$ cat config.mk
export PLATFORM = sky130hd
export DESIGN_NAME = queue_adaptive_signal_phaser
export DESIGN_NICKNAME = d
export VERILOG_FILES = /design/src/rtl/qasp_pkg.sv /design/src/rtl/queue_adaptive_signal_phaser.sv /design/src/rtl/qasp_csr.sv /design/src/rtl/qasp_ctrl.sv /design/src/rtl/qasp_dp.sv
export SDC_FILE = /design/constraint.sdc
export NUM_CORES = 1
export LEC_CHECK = 0
export BUFFER_PORTS_ARGS = -buffer_cell sky130_fd_sc_hd__buf_4
export CAP_MARGIN = 20
export CORE_AREA = 2 2 248 250
export DETAILED_ROUTE_END_ITERATION = 16
export DIE_AREA = 0 0 250 252
export HOLD_SLACK_MARGIN = 0.05
export PLACE_DENSITY = 0.73
export RECOVER_POWER = 25
export SYNTH_ARGS = -nofsm -noshare
export SYNTH_HDL_FRONTEND = slang
export SYNTH_HIERARCHICAL = 1
export SYNTH_SLANG_ARGS = --single-unit
$ cat constraint.sdc
create_clock -name clock -period 7.72 [get_ports clock]
set_clock_uncertainty 0.1 [all_clocks]
set_input_delay 1.544 -clock clock [delete_from_list [all_inputs] [get_ports clock]]
set_output_delay 1.544 -clock clock [all_outputs]
set_load 0.02 [all_outputs]
$ cat src/rtl/qasp_pkg.sv
`timescale 1ns / 1ps
// ----------------------------------------------------------------------------
// Queue adaptive signal phaser package
// Shared widths, codes, controller states and the command, status and
// configuration records that pass between the phaser modules.
// ----------------------------------------------------------------------------
package qasp_pkg;

   // Field widths.
   localparam int LAMP_W      = 16;
   localparam int PHASE_W     = 2;
   localparam int CNT_W       = 16;
   localparam int QLEN_W      = 16;
   localparam int TOTAL_W     = 19;
   localparam int LINK_IDX_W  = 3;
   localparam int OP_W        = 2;
   localparam int MAT_W       = 64;
   localparam int MAT_STRIDE  = 8;

   // Configuration port geometry: 64-bit registers at byte address 8*i.
   localparam int CSR_ADDR_W  = 6;
   localparam int CSR_DATA_W  = 64;
   localparam int REG_IDX_W   = 3;

   // Register indexes.
   localparam logic [REG_IDX_W-1:0] REG_MIN_GREEN   = 3'd0;
   localparam logic [REG_IDX_W-1:0] REG_YELLOW      = 3'd1;
   localparam logic [REG_IDX_W-1:0] REG_RED         = 3'd2;
   localparam logic [REG_IDX_W-1:0] REG_COMPAT      = 3'd3;
   localparam logic [REG_IDX_W-1:0] REG_START_LAMPS = 3'd4;

   // Operation codes carried by an input word.
   localparam logic [OP_W-1:0] OP_TICK   = 2'd0;
   localparam logic [OP_W-1:0] OP_UPDATE = 2'd1;
   localparam logic [OP_W-1:0] OP_START  = 2'd2;

   // Phase codes.
   localparam logic [PHASE_W-1:0] PH_GREEN  = 2'd0;
   localparam logic [PHASE_W-1:0] PH_YELLOW = 2'd1;
   localparam logic [PHASE_W-1:0] PH_RED    = 2'd2;

   // Lamp codes.
   localparam logic [1:0] LAMP_RED    = 2'd0;
   localparam logic [1:0] LAMP_YELLOW = 2'd1;
   localparam logic [1:0] LAMP_MINOR  = 2'd2;
   localparam logic [1:0] LAMP_MAJOR  = 2'd3;

   // Controller states.
   typedef enum logic [2:0] {
      ST_IDLE,
      ST_EXEC,
      ST_SCORE,
      ST_PICK,
      ST_FINISH
   } ctrl_state_type;

   // Commands from the controller to the datapath.
   typedef struct packed {
      logic latch;
      logic clear_acc;
      logic score_step;
      logic pick_step;
      logic commit;
   } dp_cmd_type;

   // Status from the datapath to the controller.
   typedef struct packed {
      logic need_choice;
      logic idx_last;
   } dp_status_type;

   // Configuration register values.
   typedef struct packed {
      logic [CNT_W-1:0]  min_green_ticks;
      logic [CNT_W-1:0]  yellow_ticks;
      logic [CNT_W-1:0]  red_ticks;
      logic [MAT_W-1:0]  compatible_matrix;
      logic [LAMP_W-1:0] start_lamps;
   } cfg_type;

endpackage

$ cat src/rtl/queue_adaptive_signal_phaser.sv
`timescale 1ns / 1ps
// ----------------------------------------------------------------------------
// Queue adaptive signal phaser
// Intersection signal phaser that times green, yellow and all-red
// intervals and, when green expires, gives the next green to the link
// group with the largest summed queue.
// ----------------------------------------------------------------------------
//  Channel   Direction  Handshake            Word
//  req_      in         req_valid/req_stall  op, link_index, queue_length
//  rsp_      out        rsp_valid/rsp_stall  lamps, phase, ended, link, total
//  csr_      in/out     psel/penable/pready  64-bit registers at 8*index
//
//  A word passes through accept, decode and commit; when a tick ends a green
//  interval, a scoring walk first moves the queue store link by link into
//  the scoring lanes and a picking walk then picks the best score.
//  A new word is accepted while the previous result waits in the output
//  register; a stalled output holds the commit of the next word.
//  Reset is synchronous; it restores the control, register and phaser state.
// ----------------------------------------------------------------------------
module queue_adaptive_signal_phaser #(
   parameter int LINKS = 8
) (
   input  logic                            clock,
   input  logic                            reset,
   // Input words.
   input  logic                            req_valid,
   output logic                            req_stall,
   input  logic [qasp_pkg::OP_W-1:0]       req_op,
   input  logic [qasp_pkg::LINK_IDX_W-1:0] req_link_index,
   input  logic [qasp_pkg::QLEN_W-1:0]     req_queue_length,
   // Result words.
   output logic                            rsp_valid,
   input  logic                            rsp_stall,
   output logic [qasp_pkg::LAMP_W-1:0]     rsp_lamp_codes,
   output logic [qasp_pkg::PHASE_W-1:0]    rsp_phase_now,
   output logic                            rsp_interval_ended,
   output logic [qasp_pkg::LINK_IDX_W-1:0] rsp_served_link,
   output logic [qasp_pkg::TOTAL_W-1:0]    rsp_served_total,
   // Configuration port.
   input  logic                            csr_psel,
   input  logic                            csr_penable,
   input  logic                            csr_pwrite,
   input  logic [qasp_pkg::CSR_ADDR_W-1:0] csr_paddr,
   input  logic [qasp_pkg::CSR_DATA_W-1:0] csr_pwdata,
   output logic [qasp_pkg::CSR_DATA_W-1:0] csr_prdata,
   output logic                            csr_pready
);
   import qasp_pkg::*;

   cfg_type       cfg;
   dp_cmd_type    cmd;
   dp_status_type status;

   // Configuration registers.
   qasp_csr u_csr (
      .clock       (clock),
      .reset       (reset),
      .csr_psel    (csr_psel),
      .csr_penable (csr_penable),
      .csr_pwrite  (csr_pwrite),
      .csr_paddr   (csr_paddr),
      .csr_pwdata  (csr_pwdata),
      .csr_prdata  (csr_prdata),
      .csr_pready  (csr_pready),
      .cfg         (cfg)
   );

   // Sequencing.
   qasp_ctrl u_ctrl (
      .clock     (clock),
      .reset     (reset),
      .req_valid (req_valid),
      .req_stall (req_stall),
      .rsp_valid (rsp_valid),
      .rsp_stall (rsp_stall),
      .status    (status),
      .cmd       (cmd)
   );

   // State, scoring and output word.
   qasp_dp #(
      .LINKS (LINKS)
   ) u_dp (
      .clock              (clock),
      .reset              (reset),
      .cfg                (cfg),
      .cmd                (cmd),
      .status             (status),
      .req_op             (req_op),
      .req_link_index     (req_link_index),
      .req_queue_length   (req_queue_length),
      .rsp_lamp_codes     (rsp_lamp_codes),
      .rsp_phase_now      (rsp_phase_now),
      .rsp_interval_ended (rsp_interval_ended),
      .rsp_served_link    (rsp_served_link),
      .rsp_served_total   (rsp_served_total)
   );

   // The controller issues at most one datapath command per cycle.
   a_cmd_onehot: assert property (@(posedge clock) disable iff (reset)
      $onehot0({cmd.latch, cmd.clear_acc, cmd.score_step, cmd.pick_step, cmd.commit}))
      else $error("more than one datapath command in a cycle");

   // An accepted word keeps the input side busy in the following cycle.
   a_busy_after_accept: assert property (@(posedge clock) disable iff (reset)
      (req_valid && !req_stall) |=> req_stall)
      else $error("input accepted again right after an accept");

   // A commit always presents a result word with a legal phase.
   a_commit_presents: assert property (@(posedge clock) disable iff (reset)
      cmd.commit |=> (rsp_valid && (rsp_phase_now <= PH_RED)))
      else $error("commit did not present a valid result word");

   // A green expiry starts the scoring walk in the next cycle, with the
   // input still held off.
   a_choice_on_tick: assert property (@(posedge clock) disable iff (reset)
      cmd.clear_acc |=> (cmd.score_step && req_stall))
      else $error("scoring walk did not follow its start");

endmodule

$ cat src/rtl/qasp_csr.sv
`timescale 1ns / 1ps
// ----------------------------------------------------------------------------
// Phaser configuration registers
// APB-style register file holding the interval lengths, the link
// compatibility matrix and the start lamp pattern.
// ----------------------------------------------------------------------------
module qasp_csr (
   input  logic                            clock,
   input  logic                            reset,
   input  logic                            csr_psel,
   input  logic                            csr_penable,
   input  logic                            csr_pwrite,
   input  logic [qasp_pkg::CSR_ADDR_W-1:0] csr_paddr,
   input  logic [qasp_pkg::CSR_DATA_W-1:0] csr_pwdata,
   output logic [qasp_pkg::CSR_DATA_W-1:0] csr_prdata,
   output logic                            csr_pready,
   output qasp_pkg::cfg_type               cfg
);
   import qasp_pkg::*;

   logic [CNT_W-1:0]     min_green_ff, min_green_in;
   logic [CNT_W-1:0]     yellow_ff, yellow_in;
   logic [CNT_W-1:0]     red_ff, red_in;
   logic [MAT_W-1:0]     compat_ff, compat_in;
   logic [LAMP_W-1:0]    start_lamps_ff, start_lamps_in;
   logic [REG_IDX_W-1:0] reg_idx;
   logic                 wr_en;

   assign csr_pready = 1'b1;
   assign reg_idx    = csr_paddr[CSR_ADDR_W-1:CSR_ADDR_W-REG_IDX_W];
   assign wr_en      = csr_psel && csr_penable && csr_pwrite;

   // Register write decode.
   always_comb begin
      min_green_in   = min_green_ff;
      yellow_in      = yellow_ff;
      red_in         = red_ff;
      compat_in      = compat_ff;
      start_lamps_in = start_lamps_ff;
      if (wr_en) begin
         unique case (reg_idx)
            REG_MIN_GREEN:   min_green_in   = csr_pwdata[CNT_W-1:0];
            REG_YELLOW:      yellow_in      = csr_pwdata[CNT_W-1:0];
            REG_RED:         red_in         = csr_pwdata[CNT_W-1:0];
            REG_COMPAT:      compat_in      = csr_pwdata[MAT_W-1:0];
            REG_START_LAMPS: start_lamps_in = csr_pwdata[LAMP_W-1:0];
            default: ;
         endcase
      end
   end

   // Register storage with its reset values.
   always_ff @(posedge clock) begin
      if (reset) begin
         min_green_ff   <= CNT_W'(10);
         yellow_ff      <= CNT_W'(3);
         red_ff         <= CNT_W'(2);
         compat_ff      <= '0;
         start_lamps_ff <= '0;
      end else begin
         min_green_ff   <= min_green_in;
         yellow_ff      <= yellow_in;
         red_ff         <= red_in;
         compat_ff      <= compat_in;
         start_lamps_ff <= start_lamps_in;
      end
   end

   // Read-back mux.
   always_comb begin
      unique case (reg_idx)
         REG_MIN_GREEN:   csr_prdata = CSR_DATA_W'(min_green_ff);
         REG_YELLOW:      csr_prdata = CSR_DATA_W'(yellow_ff);
         REG_RED:         csr_prdata = CSR_DATA_W'(red_ff);
         REG_COMPAT:      csr_prdata = CSR_DATA_W'(compat_ff);
         REG_START_LAMPS: csr_prdata = CSR_DATA_W'(start_lamps_ff);
         default:         csr_prdata = '0;
      endcase
   end

   assign cfg.min_green_ticks   = min_green_ff;
   assign cfg.yellow_ticks      = yellow_ff;
   assign cfg.red_ticks         = red_ff;
   assign cfg.compatible_matrix = compat_ff;
   assign cfg.start_lamps       = start_lamps_ff;

endmodule

$ cat src/rtl/qasp_ctrl.sv
`timescale 1ns / 1ps
// ----------------------------------------------------------------------------
// Phaser controller
// State machine that accepts one word, runs the scoring and picking walks
// when a green interval expires, and commits the result into the output
// register once that register is free.
// ----------------------------------------------------------------------------
module qasp_ctrl (
   input  logic                    clock,
   input  logic                    reset,
   input  logic                    req_valid,
   output logic                    req_stall,
   output logic                    rsp_valid,
   input  logic                    rsp_stall,
   input  qasp_pkg::dp_status_type status,
   output qasp_pkg::dp_cmd_type    cmd
);
   import qasp_pkg::*;

   ctrl_state_type state_ff, state_in;
   logic           rsp_valid_ff, rsp_valid_in;
   logic           out_free;

   // The output register can take a word when empty or being drained.
   assign out_free = !rsp_valid_ff || !rsp_stall;

   // Next state.
   always_comb begin
      state_in = state_ff;
      unique case (state_ff)
         ST_IDLE: begin
            if (req_valid) state_in = ST_EXEC;
         end
         ST_EXEC: begin
            state_in = status.need_choice ? ST_SCORE : ST_FINISH;
         end
         ST_SCORE: begin
            if (status.idx_last) state_in = ST_PICK;
         end
         ST_PICK: begin
            if (status.idx_last) state_in = ST_FINISH;
         end
         ST_FINISH: begin
            if (out_free) state_in = ST_IDLE;
         end
         default: state_in = ST_IDLE;
      endcase
   end

   // Outputs and datapath commands.
   always_comb begin
      cmd            = '0;
      req_stall      = (state_ff != ST_IDLE);
      cmd.latch      = (state_ff == ST_IDLE) && req_valid;
      cmd.clear_acc  = (state_ff == ST_EXEC) && status.need_choice;
      cmd.score_step = (state_ff == ST_SCORE);
      cmd.pick_step  = (state_ff == ST_PICK);
      cmd.commit     = (state_ff == ST_FINISH) && out_free;
   end

   // Output word valid flag.
   always_comb begin
      rsp_valid_in = rsp_valid_ff;
      priority if (cmd.commit) rsp_valid_in = 1'b1;
      else if (!rsp_stall)     rsp_valid_in = 1'b0;
   end

   always_ff @(posedge clock) begin
      if (reset) begin
         state_ff     <= ST_IDLE;
         rsp_valid_ff <= 1'b0;
      end else begin
         state_ff     <= state_in;
         rsp_valid_ff <= rsp_valid_in;
      end
   end

   assign rsp_valid = rsp_valid_ff;

endmodule

$ cat src/rtl/qasp_dp.sv
`timescale 1ns / 1ps
// ----------------------------------------------------------------------------
// Phaser datapath
// Holds the lamps, phase, countdown and queue lengths, scores all links
// in parallel lanes while walking one queue per cycle, picks the best link
// over a second walk, and forms the next state and the output word.
// ----------------------------------------------------------------------------
module qasp_dp #(
   parameter int LINKS = 8
) (
   input  logic                            clock,
   input  logic                            reset,
   input  qasp_pkg::cfg_type               cfg,
   input  qasp_pkg::dp_cmd_type            cmd,
   output qasp_pkg::dp_status_type         status,
   input  logic [qasp_pkg::OP_W-1:0]       req_op,
   input  logic [qasp_pkg::LINK_IDX_W-1:0] req_link_index,
   input  logic [qasp_pkg::QLEN_W-1:0]     req_queue_length,
   output logic [qasp_pkg::LAMP_W-1:0]     rsp_lamp_codes,
   output logic [qasp_pkg::PHASE_W-1:0]    rsp_phase_now,
   output logic                            rsp_interval_ended,
   output logic [qasp_pkg::LINK_IDX_W-1:0] rsp_served_link,
   output logic [qasp_pkg::TOTAL_W-1:0]    rsp_served_total
);
   import qasp_pkg::*;

   localparam int                IDX_W     = $clog2(LINKS);
   localparam logic [IDX_W-1:0]  LAST_IDX  = IDX_W'(LINKS - 1);
   localparam logic [LINK_IDX_W:0] LINK_LIM = (LINK_IDX_W + 1)'(LINKS);
   localparam logic [LAMP_W-1:0] LINK_MASK =
      LAMP_W'((64'd1 << (2 * LINKS)) - 64'd1);

   // Latched input word.
   logic [OP_W-1:0]       op_ff;
   logic [LINK_IDX_W-1:0] link_ff;
   logic [QLEN_W-1:0]     qlen_ff;

   // Phaser state.
   logic [LAMP_W-1:0]  lamps_ff;
   logic [PHASE_W-1:0] phase_ff;
   logic [CNT_W-1:0]   countdown_ff;
   logic [QLEN_W-1:0]  queue_ff [LINKS];
   logic [LAMP_W-1:0]  pending_ff;
   logic [IDX_W-1:0]   last_choice_ff;
   logic [TOTAL_W-1:0] last_total_ff;

   // Scoring and picking.
   logic [TOTAL_W-1:0] acc_ff [LINKS];
   logic [TOTAL_W-1:0] acc_in [LINKS];
   logic [IDX_W-1:0]   idx_ff;
   logic [IDX_W-1:0]   idx_next;
   logic [IDX_W-1:0]   best_idx_ff;
   logic [TOTAL_W-1:0] best_total_ff;
   logic [QLEN_W-1:0]  q_rd;
   logic [TOTAL_W-1:0] acc_rd;
   logic               take_best;
   logic [LINKS-1:0]   compat_row [LINKS];

   // Next-state values.
   logic [LAMP_W-1:0]  green_next;
   logic [LAMP_W-1:0]  yellowed;
   logic               need_yellow;
   logic [LAMP_W-1:0]  red_cleared;
   logic [LAMP_W-1:0]  lamps_in;
   logic [PHASE_W-1:0] phase_in;
   logic [CNT_W-1:0]   countdown_in;
   logic [LAMP_W-1:0]  pending_in;
   logic [IDX_W-1:0]   last_choice_in;
   logic [TOTAL_W-1:0] last_total_in;
   logic               ended_in;
   logic               link_ok;

   // Output register.
   logic [LAMP_W-1:0]  out_lamps_ff;
   logic [PHASE_W-1:0] out_phase_ff;
   logic               out_ended_ff;
   logic [IDX_W-1:0]   out_choice_ff;
   logic [TOTAL_W-1:0] out_total_ff;

   // Compatibility rows of the matrix, one per link.
   always_comb begin
      for (int i = 0; i < LINKS; i++) begin
         compat_row[i] = cfg.compatible_matrix[MAT_STRIDE*i +: LINKS];
      end
   end

   assign q_rd     = queue_ff[idx_ff];
   assign acc_rd   = acc_ff[idx_ff];
   assign idx_next = (idx_ff == LAST_IDX) ? '0 : idx_ff + IDX_W'(1);

   // Scoring lanes: lane i adds its own queue and those of later
   // compatible links as the walk reaches them.
   always_comb begin
      for (int i = 0; i < LINKS; i++) begin
         if ((idx_ff == IDX_W'(i)) ||
             ((idx_ff > IDX_W'(i)) && compat_row[i][idx_ff])) begin
            acc_in[i] = acc_ff[i] + TOTAL_W'(q_rd);
         end else begin
            acc_in[i] = acc_ff[i];
         end
      end
   end

   // Strictly greater wins, so the lowest index keeps a tie.
   assign take_best = (idx_ff == '0) || (acc_rd > best_total_ff);

   // Next green set from the winner's row, yellow transitions toward it,
   // and yellow lamps cleared to red.
   always_comb begin
      green_next  = '0;
      yellowed    = lamps_ff;
      need_yellow = 1'b0;
      red_cleared = lamps_ff;
      for (int j = 0; j < LINKS; j++) begin
         if ((best_idx_ff == IDX_W'(j)) || compat_row[best_idx_ff][j]) begin
            green_next[2*j +: 2] = LAMP_MAJOR;
         end
      end
      for (int j = 0; j < LINKS; j++) begin
         if (((lamps_ff[2*j +: 2] == LAMP_MINOR) ||
              (lamps_ff[2*j +: 2] == LAMP_MAJOR)) &&
             (green_next[2*j +: 2] == LAMP_RED)) begin
            yellowed[2*j +: 2] = LAMP_YELLOW;
            need_yellow        = 1'b1;
         end
         if (lamps_ff[2*j +: 2] == LAMP_YELLOW) begin
            red_cleared[2*j +: 2] = LAMP_RED;
         end
      end
   end

   assign link_ok = ({1'b0, link_ff} < LINK_LIM);

   // State after the latched word takes effect.
   always_comb begin
      lamps_in       = lamps_ff;
      phase_in       = phase_ff;
      countdown_in   = countdown_ff;
      pending_in     = pending_ff;
      last_choice_in = last_choice_ff;
      last_total_in  = last_total_ff;
      ended_in       = 1'b0;
      unique case (op_ff)
         OP_TICK: begin
            if (countdown_ff > CNT_W'(1)) begin
               countdown_in = countdown_ff - CNT_W'(1);
            end else begin
               ended_in = 1'b1;
               priority if (phase_ff == PH_YELLOW) begin
                  lamps_in     = red_cleared;
                  phase_in     = PH_RED;
                  countdown_in = cfg.red_ticks;
               end else if (phase_ff == PH_RED) begin
                  lamps_in     = pending_ff;
                  phase_in     = PH_GREEN;
                  countdown_in = cfg.min_green_ticks;
               end else begin
                  pending_in     = green_next;
                  last_choice_in = best_idx_ff;
                  last_total_in  = best_total_ff;
                  if (need_yellow) begin
                     lamps_in     = yellowed;
                     phase_in     = PH_YELLOW;
                     countdown_in = cfg.yellow_ticks;
                  end else begin
                     countdown_in = cfg.min_green_ticks;
                  end
               end
            end
         end
         OP_START: begin
            lamps_in     = cfg.start_lamps & LINK_MASK;
            phase_in     = PH_GREEN;
            countdown_in = cfg.min_green_ticks;
         end
         default: ;
      endcase
   end

   // Input word capture.
   always_ff @(posedge clock) begin
      if (cmd.latch) begin
         op_ff   <= req_op;
         link_ff <= req_link_index;
         qlen_ff <= req_queue_length;
      end
   end

   // Phaser state update on commit.
   always_ff @(posedge clock) begin
      if (reset) begin
         lamps_ff       <= '0;
         phase_ff       <= PH_GREEN;
         countdown_ff   <= '0;
         pending_ff     <= '0;
         last_choice_ff <= '0;
         last_total_ff  <= '0;
         for (int i = 0; i < LINKS; i++) begin
            queue_ff[i] <= '0;
         end
      end else if (cmd.commit) begin
         lamps_ff       <= lamps_in;
         phase_ff       <= phase_in;
         countdown_ff   <= countdown_in;
         pending_ff     <= pending_in;
         last_choice_ff <= last_choice_in;
         last_total_ff  <= last_total_in;
         if ((op_ff == OP_UPDATE) && link_ok) begin
            queue_ff[link_ff[IDX_W-1:0]] <= qlen_ff;
         end
      end
   end

   // Walk index for scoring and picking.
   always_ff @(posedge clock) begin
      if (reset) begin
         idx_ff <= '0;
      end else if (cmd.clear_acc) begin
         idx_ff <= '0;
      end else if (cmd.score_step || cmd.pick_step) begin
         idx_ff <= idx_next;
      end
   end

   // Score accumulators and best-link tracking.
   always_ff @(posedge clock) begin
      if (cmd.clear_acc) begin
         for (int i = 0; i < LINKS; i++) begin
            acc_ff[i] <= '0;
         end
      end else if (cmd.score_step) begin
         for (int i = 0; i < LINKS; i++) begin
            acc_ff[i] <= acc_in[i];
         end
      end
      if (cmd.pick_step && take_best) begin
         best_idx_ff   <= idx_ff;
         best_total_ff <= acc_rd;
      end
   end

   // Output word register.
   always_ff @(posedge clock) begin
      if (cmd.commit) begin
         out_lamps_ff  <= lamps_in;
         out_phase_ff  <= phase_in;
         out_ended_ff  <= ended_in;
         out_choice_ff <= last_choice_in;
         out_total_ff  <= last_total_in;
      end
   end

   assign status.need_choice = (op_ff == OP_TICK) && (countdown_ff <= CNT_W'(1)) &&
                               (phase_ff == PH_GREEN);
   assign status.idx_last    = (idx_ff == LAST_IDX);

   assign rsp_lamp_codes     = out_lamps_ff;
   assign rsp_phase_now      = out_phase_ff;
   assign rsp_interval_ended = out_ended_ff;
   assign rsp_served_link    = LINK_IDX_W'(out_choice_ff);
   assign rsp_served_total   = out_total_ff;

endmodule

==> results.json <==
{
  "status": "complete, but fails checks",
  "violations": "max-capacitance violations, max-slew violations",
  "yosys_warnings": 6,
  "synth_top_family_by_area": "simple AND/OR/NAND/NOR gates",
  "synth-adder-area-share_pct": 6.501,
  "synth_edf_count": 364,
  "postSynthCellCount": 3093,
  "h-tree-depth": 2,
  "whs_path_depth": 1,
  "grt_pass1_wl_um": 145200,
  "whs_ns": 0.3877,
  "regToRegSetupSlack_ns": 2.02,
  "ys_async_sr_fraction_pct": 0,
  "grt_max_degree": 90,
  "muxShareOfSynthArea_pct": 11.84,
  "path_max_fanout": 34,
  "ys_ff_latch": 566,
  "clockRootBuffer": "clkbuf_16",
  "grt-ovfl-total": 0,
  "fp.dieW_um": 250,
  "ff2ff_path_depth": 12,
  "synth_compound_area_share_pct": 13.99,
  "vias": 25530,
  "worstSetupStartpointType": "flip-flop",
  "power_density_nw_per_um2": 199.3,
  "ys_top_cells_by_area": "edfxtp_1, dfxtp_1, ha_1",
  "first_iter_violations": 3008,
  "max_cap_violations": 4,
  "gp_congestion": 0.9322,
  "hold_viol_final": 0,
  "cts_tree": "done",
  "fin_tns_setup_ns": 0,
  "p_leak_nw": 13.92,
  "synth_top_flop_cell": "edfxtp_1",
  "post_cts_buffers": 0,
  "max-clock-path-buffers": 3,
  "clk_latency_ns": 0.65,
  "synthesis.nets": 3357,
  "syn_area_per_cell_um2": 10.63,
  "vdd_drop_max_mv": 0.1835,
  "via_per_inst": 6.291,
  "area_growth_pct": 11.72,
  "cts.sinks": 566,
  "power.total_mw": 7.320,
  "grt_pass1_vias": 24680,
  "worstSetupPathType": "flip-flop to flip-flop",
  "yosysSeqAreaShare_pct": 45.55,
  "final_max_slew_viol_count": 182,
  "rsz0062_at_grt": "false",
  "initial_core_util_pct": 54.67,
  "placed_cells": 3940,
  "fp.dieH_um": 252,
  "syn_area_um2": 32870,
  "min-delay-start": "u_dp/countdown_ff[12]",
  "ant_nets": 0,
  "drt_first_pass_iters": 5,
  "post_cts_resized": 0,
  "drive_gt1_share_pct": 15.09,
  "min_to": "u_dp/countdown_ff[12]",
  "io_buffers": 201,
  "synth.top_cells.by_count": "edfxtp_1, nor2_1, o21ai_0, dfxtp_1, and2_1",
  "rr_endpoint": "u_dp/best_total_ff[15]",
  "cts_buffers": 60,
  "totalWireLength_um": 95110,
  "track_usage_pct": 29.66,
  "clk_pin_slew_worst_paths_ns": 0.06,
  "dp_hpwl_um": 66950,
  "ctsHoldBuffers": 0,
  "synth.most_common_cell": "edfxtp_1",
  "place_area_um2": 34930,
  "dieArea_um2": 63000,
  "yosysTopAreaCellShare_pct": 33.25,
  "critPathArrivalTime_ns": 5.93,
  "hp-class": "flip-flop to flip-flop",
  "pin_count": 206,
  "wl_per_cell_um": 23.44,
  "max_freq_ghz": 0.1754,
  "core-area_um2": 60130,
  "worstMarginPinSlew_ns": 2.962,
  "synth-xor-area-share_pct": 2.185,
  "stdcell_area_um2": 36730,
  "cp.required_ns": 7.95,
  "stdcell_count": 4058,
  "final.min_clock_period_ns": 5.700,
  "finalCritPeriodShare_pct": 73.83,
  "synth_top_area_cell": "edfxtp_1",
  "nNetsFinal": 3489,
  "max-slew-margin-rel_pct": -97.45,
  "num_rows": 90,
  "finalSetupViolCount": 0,
  "yosys.area_share.simple_pct": 16.21,
  "grt_antenna_before_repair": 4,
  "drc": 0,
  "synth_cell_types": 86,
  "end_kind": "flip-flop"
}
critical path, stage by stage, from the launching register on:
cell      delay, ns
dfxtp_4        0.83
clkbuf_1       1.43
mux4_2         0.68
mux2_2         0.37
ha_1           0.32
o21a_1         0.12
o21a_1         0.10
o21bai_1       0.06
a21o_1         0.18
a21oi_1        0.12
o31ai_1        0.10
a21oi_2        0.60
buf_4          0.33
flip-flops by register name, summed over array words and instances, names as in the netlist, 8 cells and up, named ones only:
register,count
u_dp/acc_ff,152
u_dp/queue_ff,128
u_csr/compat_ff,64
u_dp/best_total_ff,19
u_dp/last_total_ff,19
u_dp/rsp_served_total,19
u_csr/min_green_ff,16
u_csr/red_ff,16
u_csr/start_lamps_ff,16
u_csr/yellow_ff,16
u_dp/countdown_ff,16
u_dp/lamps_ff,16
u_dp/qlen_ff,16
u_dp/rsp_lamp_codes,16
u_dp/pending_ff,8
logic make-up (layout without fill, tap and decap cells):
family | count (synthesis) | after routing
and+or+nand+nor | 996 | 996
AOI/OAI and AO/OA | 723 | 723
DFF | 566 | 566
buffers and inverters | 280 | 461
muxes | 279 | 279
adders and majority gates | 166 | 166
xor gates and xnor gates | 82 | 82
other | 1 | 3
report_power, final:
part           leakage, nW  internal [mW]  switching (mW)
Sequential            5.14           3.33          0.0713
Combinational         7.82          0.401           0.647
Clock                0.960           1.63            1.24
Total                 13.9           5.36            1.96
routing by layer:
metal	vias up	GRT usage, %	part of all wire [%]
met2	1110	47.41	46
met4	0	12.22	3.8
met3	220	5.066	8.4
met1	12390	40.26	41
li1	11810	-	-
met5	-	0	0
how the worst max path moves through the flow:
stage / start / to / slack, ns
final: flip-flop / u_dp/best_total_ff[15] / 2.02
after floorplan: flip-flop / u_dp/acc_ff[6][15] / 2.97
after CTS: csr_paddr[3] / csr_prdata[1] / 2.13
after global placement: csr_paddr[3] / csr_prdata[0] / 2.20
after global routing: flip-flop / u_dp/best_total_ff[15] / 1.56
after detailed placement: csr_paddr[3] / csr_prdata[1] / 2.13
cells in the final DEF, fill, tap and decap left out, types with 70 or more instances in the layout:
| master | synthesis | final |
|---|---|---|
| nand2b_1 | 101 | 101 |
| buf_4 | 10 | 169 |
| edfxtp_1 | 364 | 364 |
| mux4_2 | 74 | 74 |
| o21ai_0 | 207 | 202 |
| a21oi_1 | 162 | 161 |
| dfxtp_1 | 202 | 199 |
| nor2_1 | 227 | 224 |
| inv_1 | 98 | 98 |
| and2_1 | 193 | 159 |
| nand2_1 | 131 | 129 |
| clkbuf_1 | 109 | 70 |
| mux2i_1 | 122 | 122 |
| ha_1 | 158 | 158 |
area by class of cell:
| cell class | count | area (um2) |
|---|---|---|
| Fill cell | 4916 | 23400 |
| Inverter | 101 | 379.1 |
| Timing Repair Buffer | 249 | 1720 |
| Clock buffer | 92 | 1790 |
| Clock inverter | 19 | 152.6 |
| Antenna cell | 2 | 5.005 |
| Sequential cell | 566 | 14980 |
| Tap cell | 782 | 978.4 |
| Multi-Input combinational cell | 2247 | 16720 |
through the flow:
| step | utilization (%) | setup WS (ns) |
|---|---|---|
| after floorplan | - | 2.967 |
| after global placement | 58.07 | 2.200 |
| after detailed placement | 58.09 | 2.131 |
| after CTS | 61.32 | 2.134 |
| after global routing | 61.08 | 1.556 |
| final | 61.08 | 2.020 |
No activity file was read; power rests on OpenSTA's default activity.
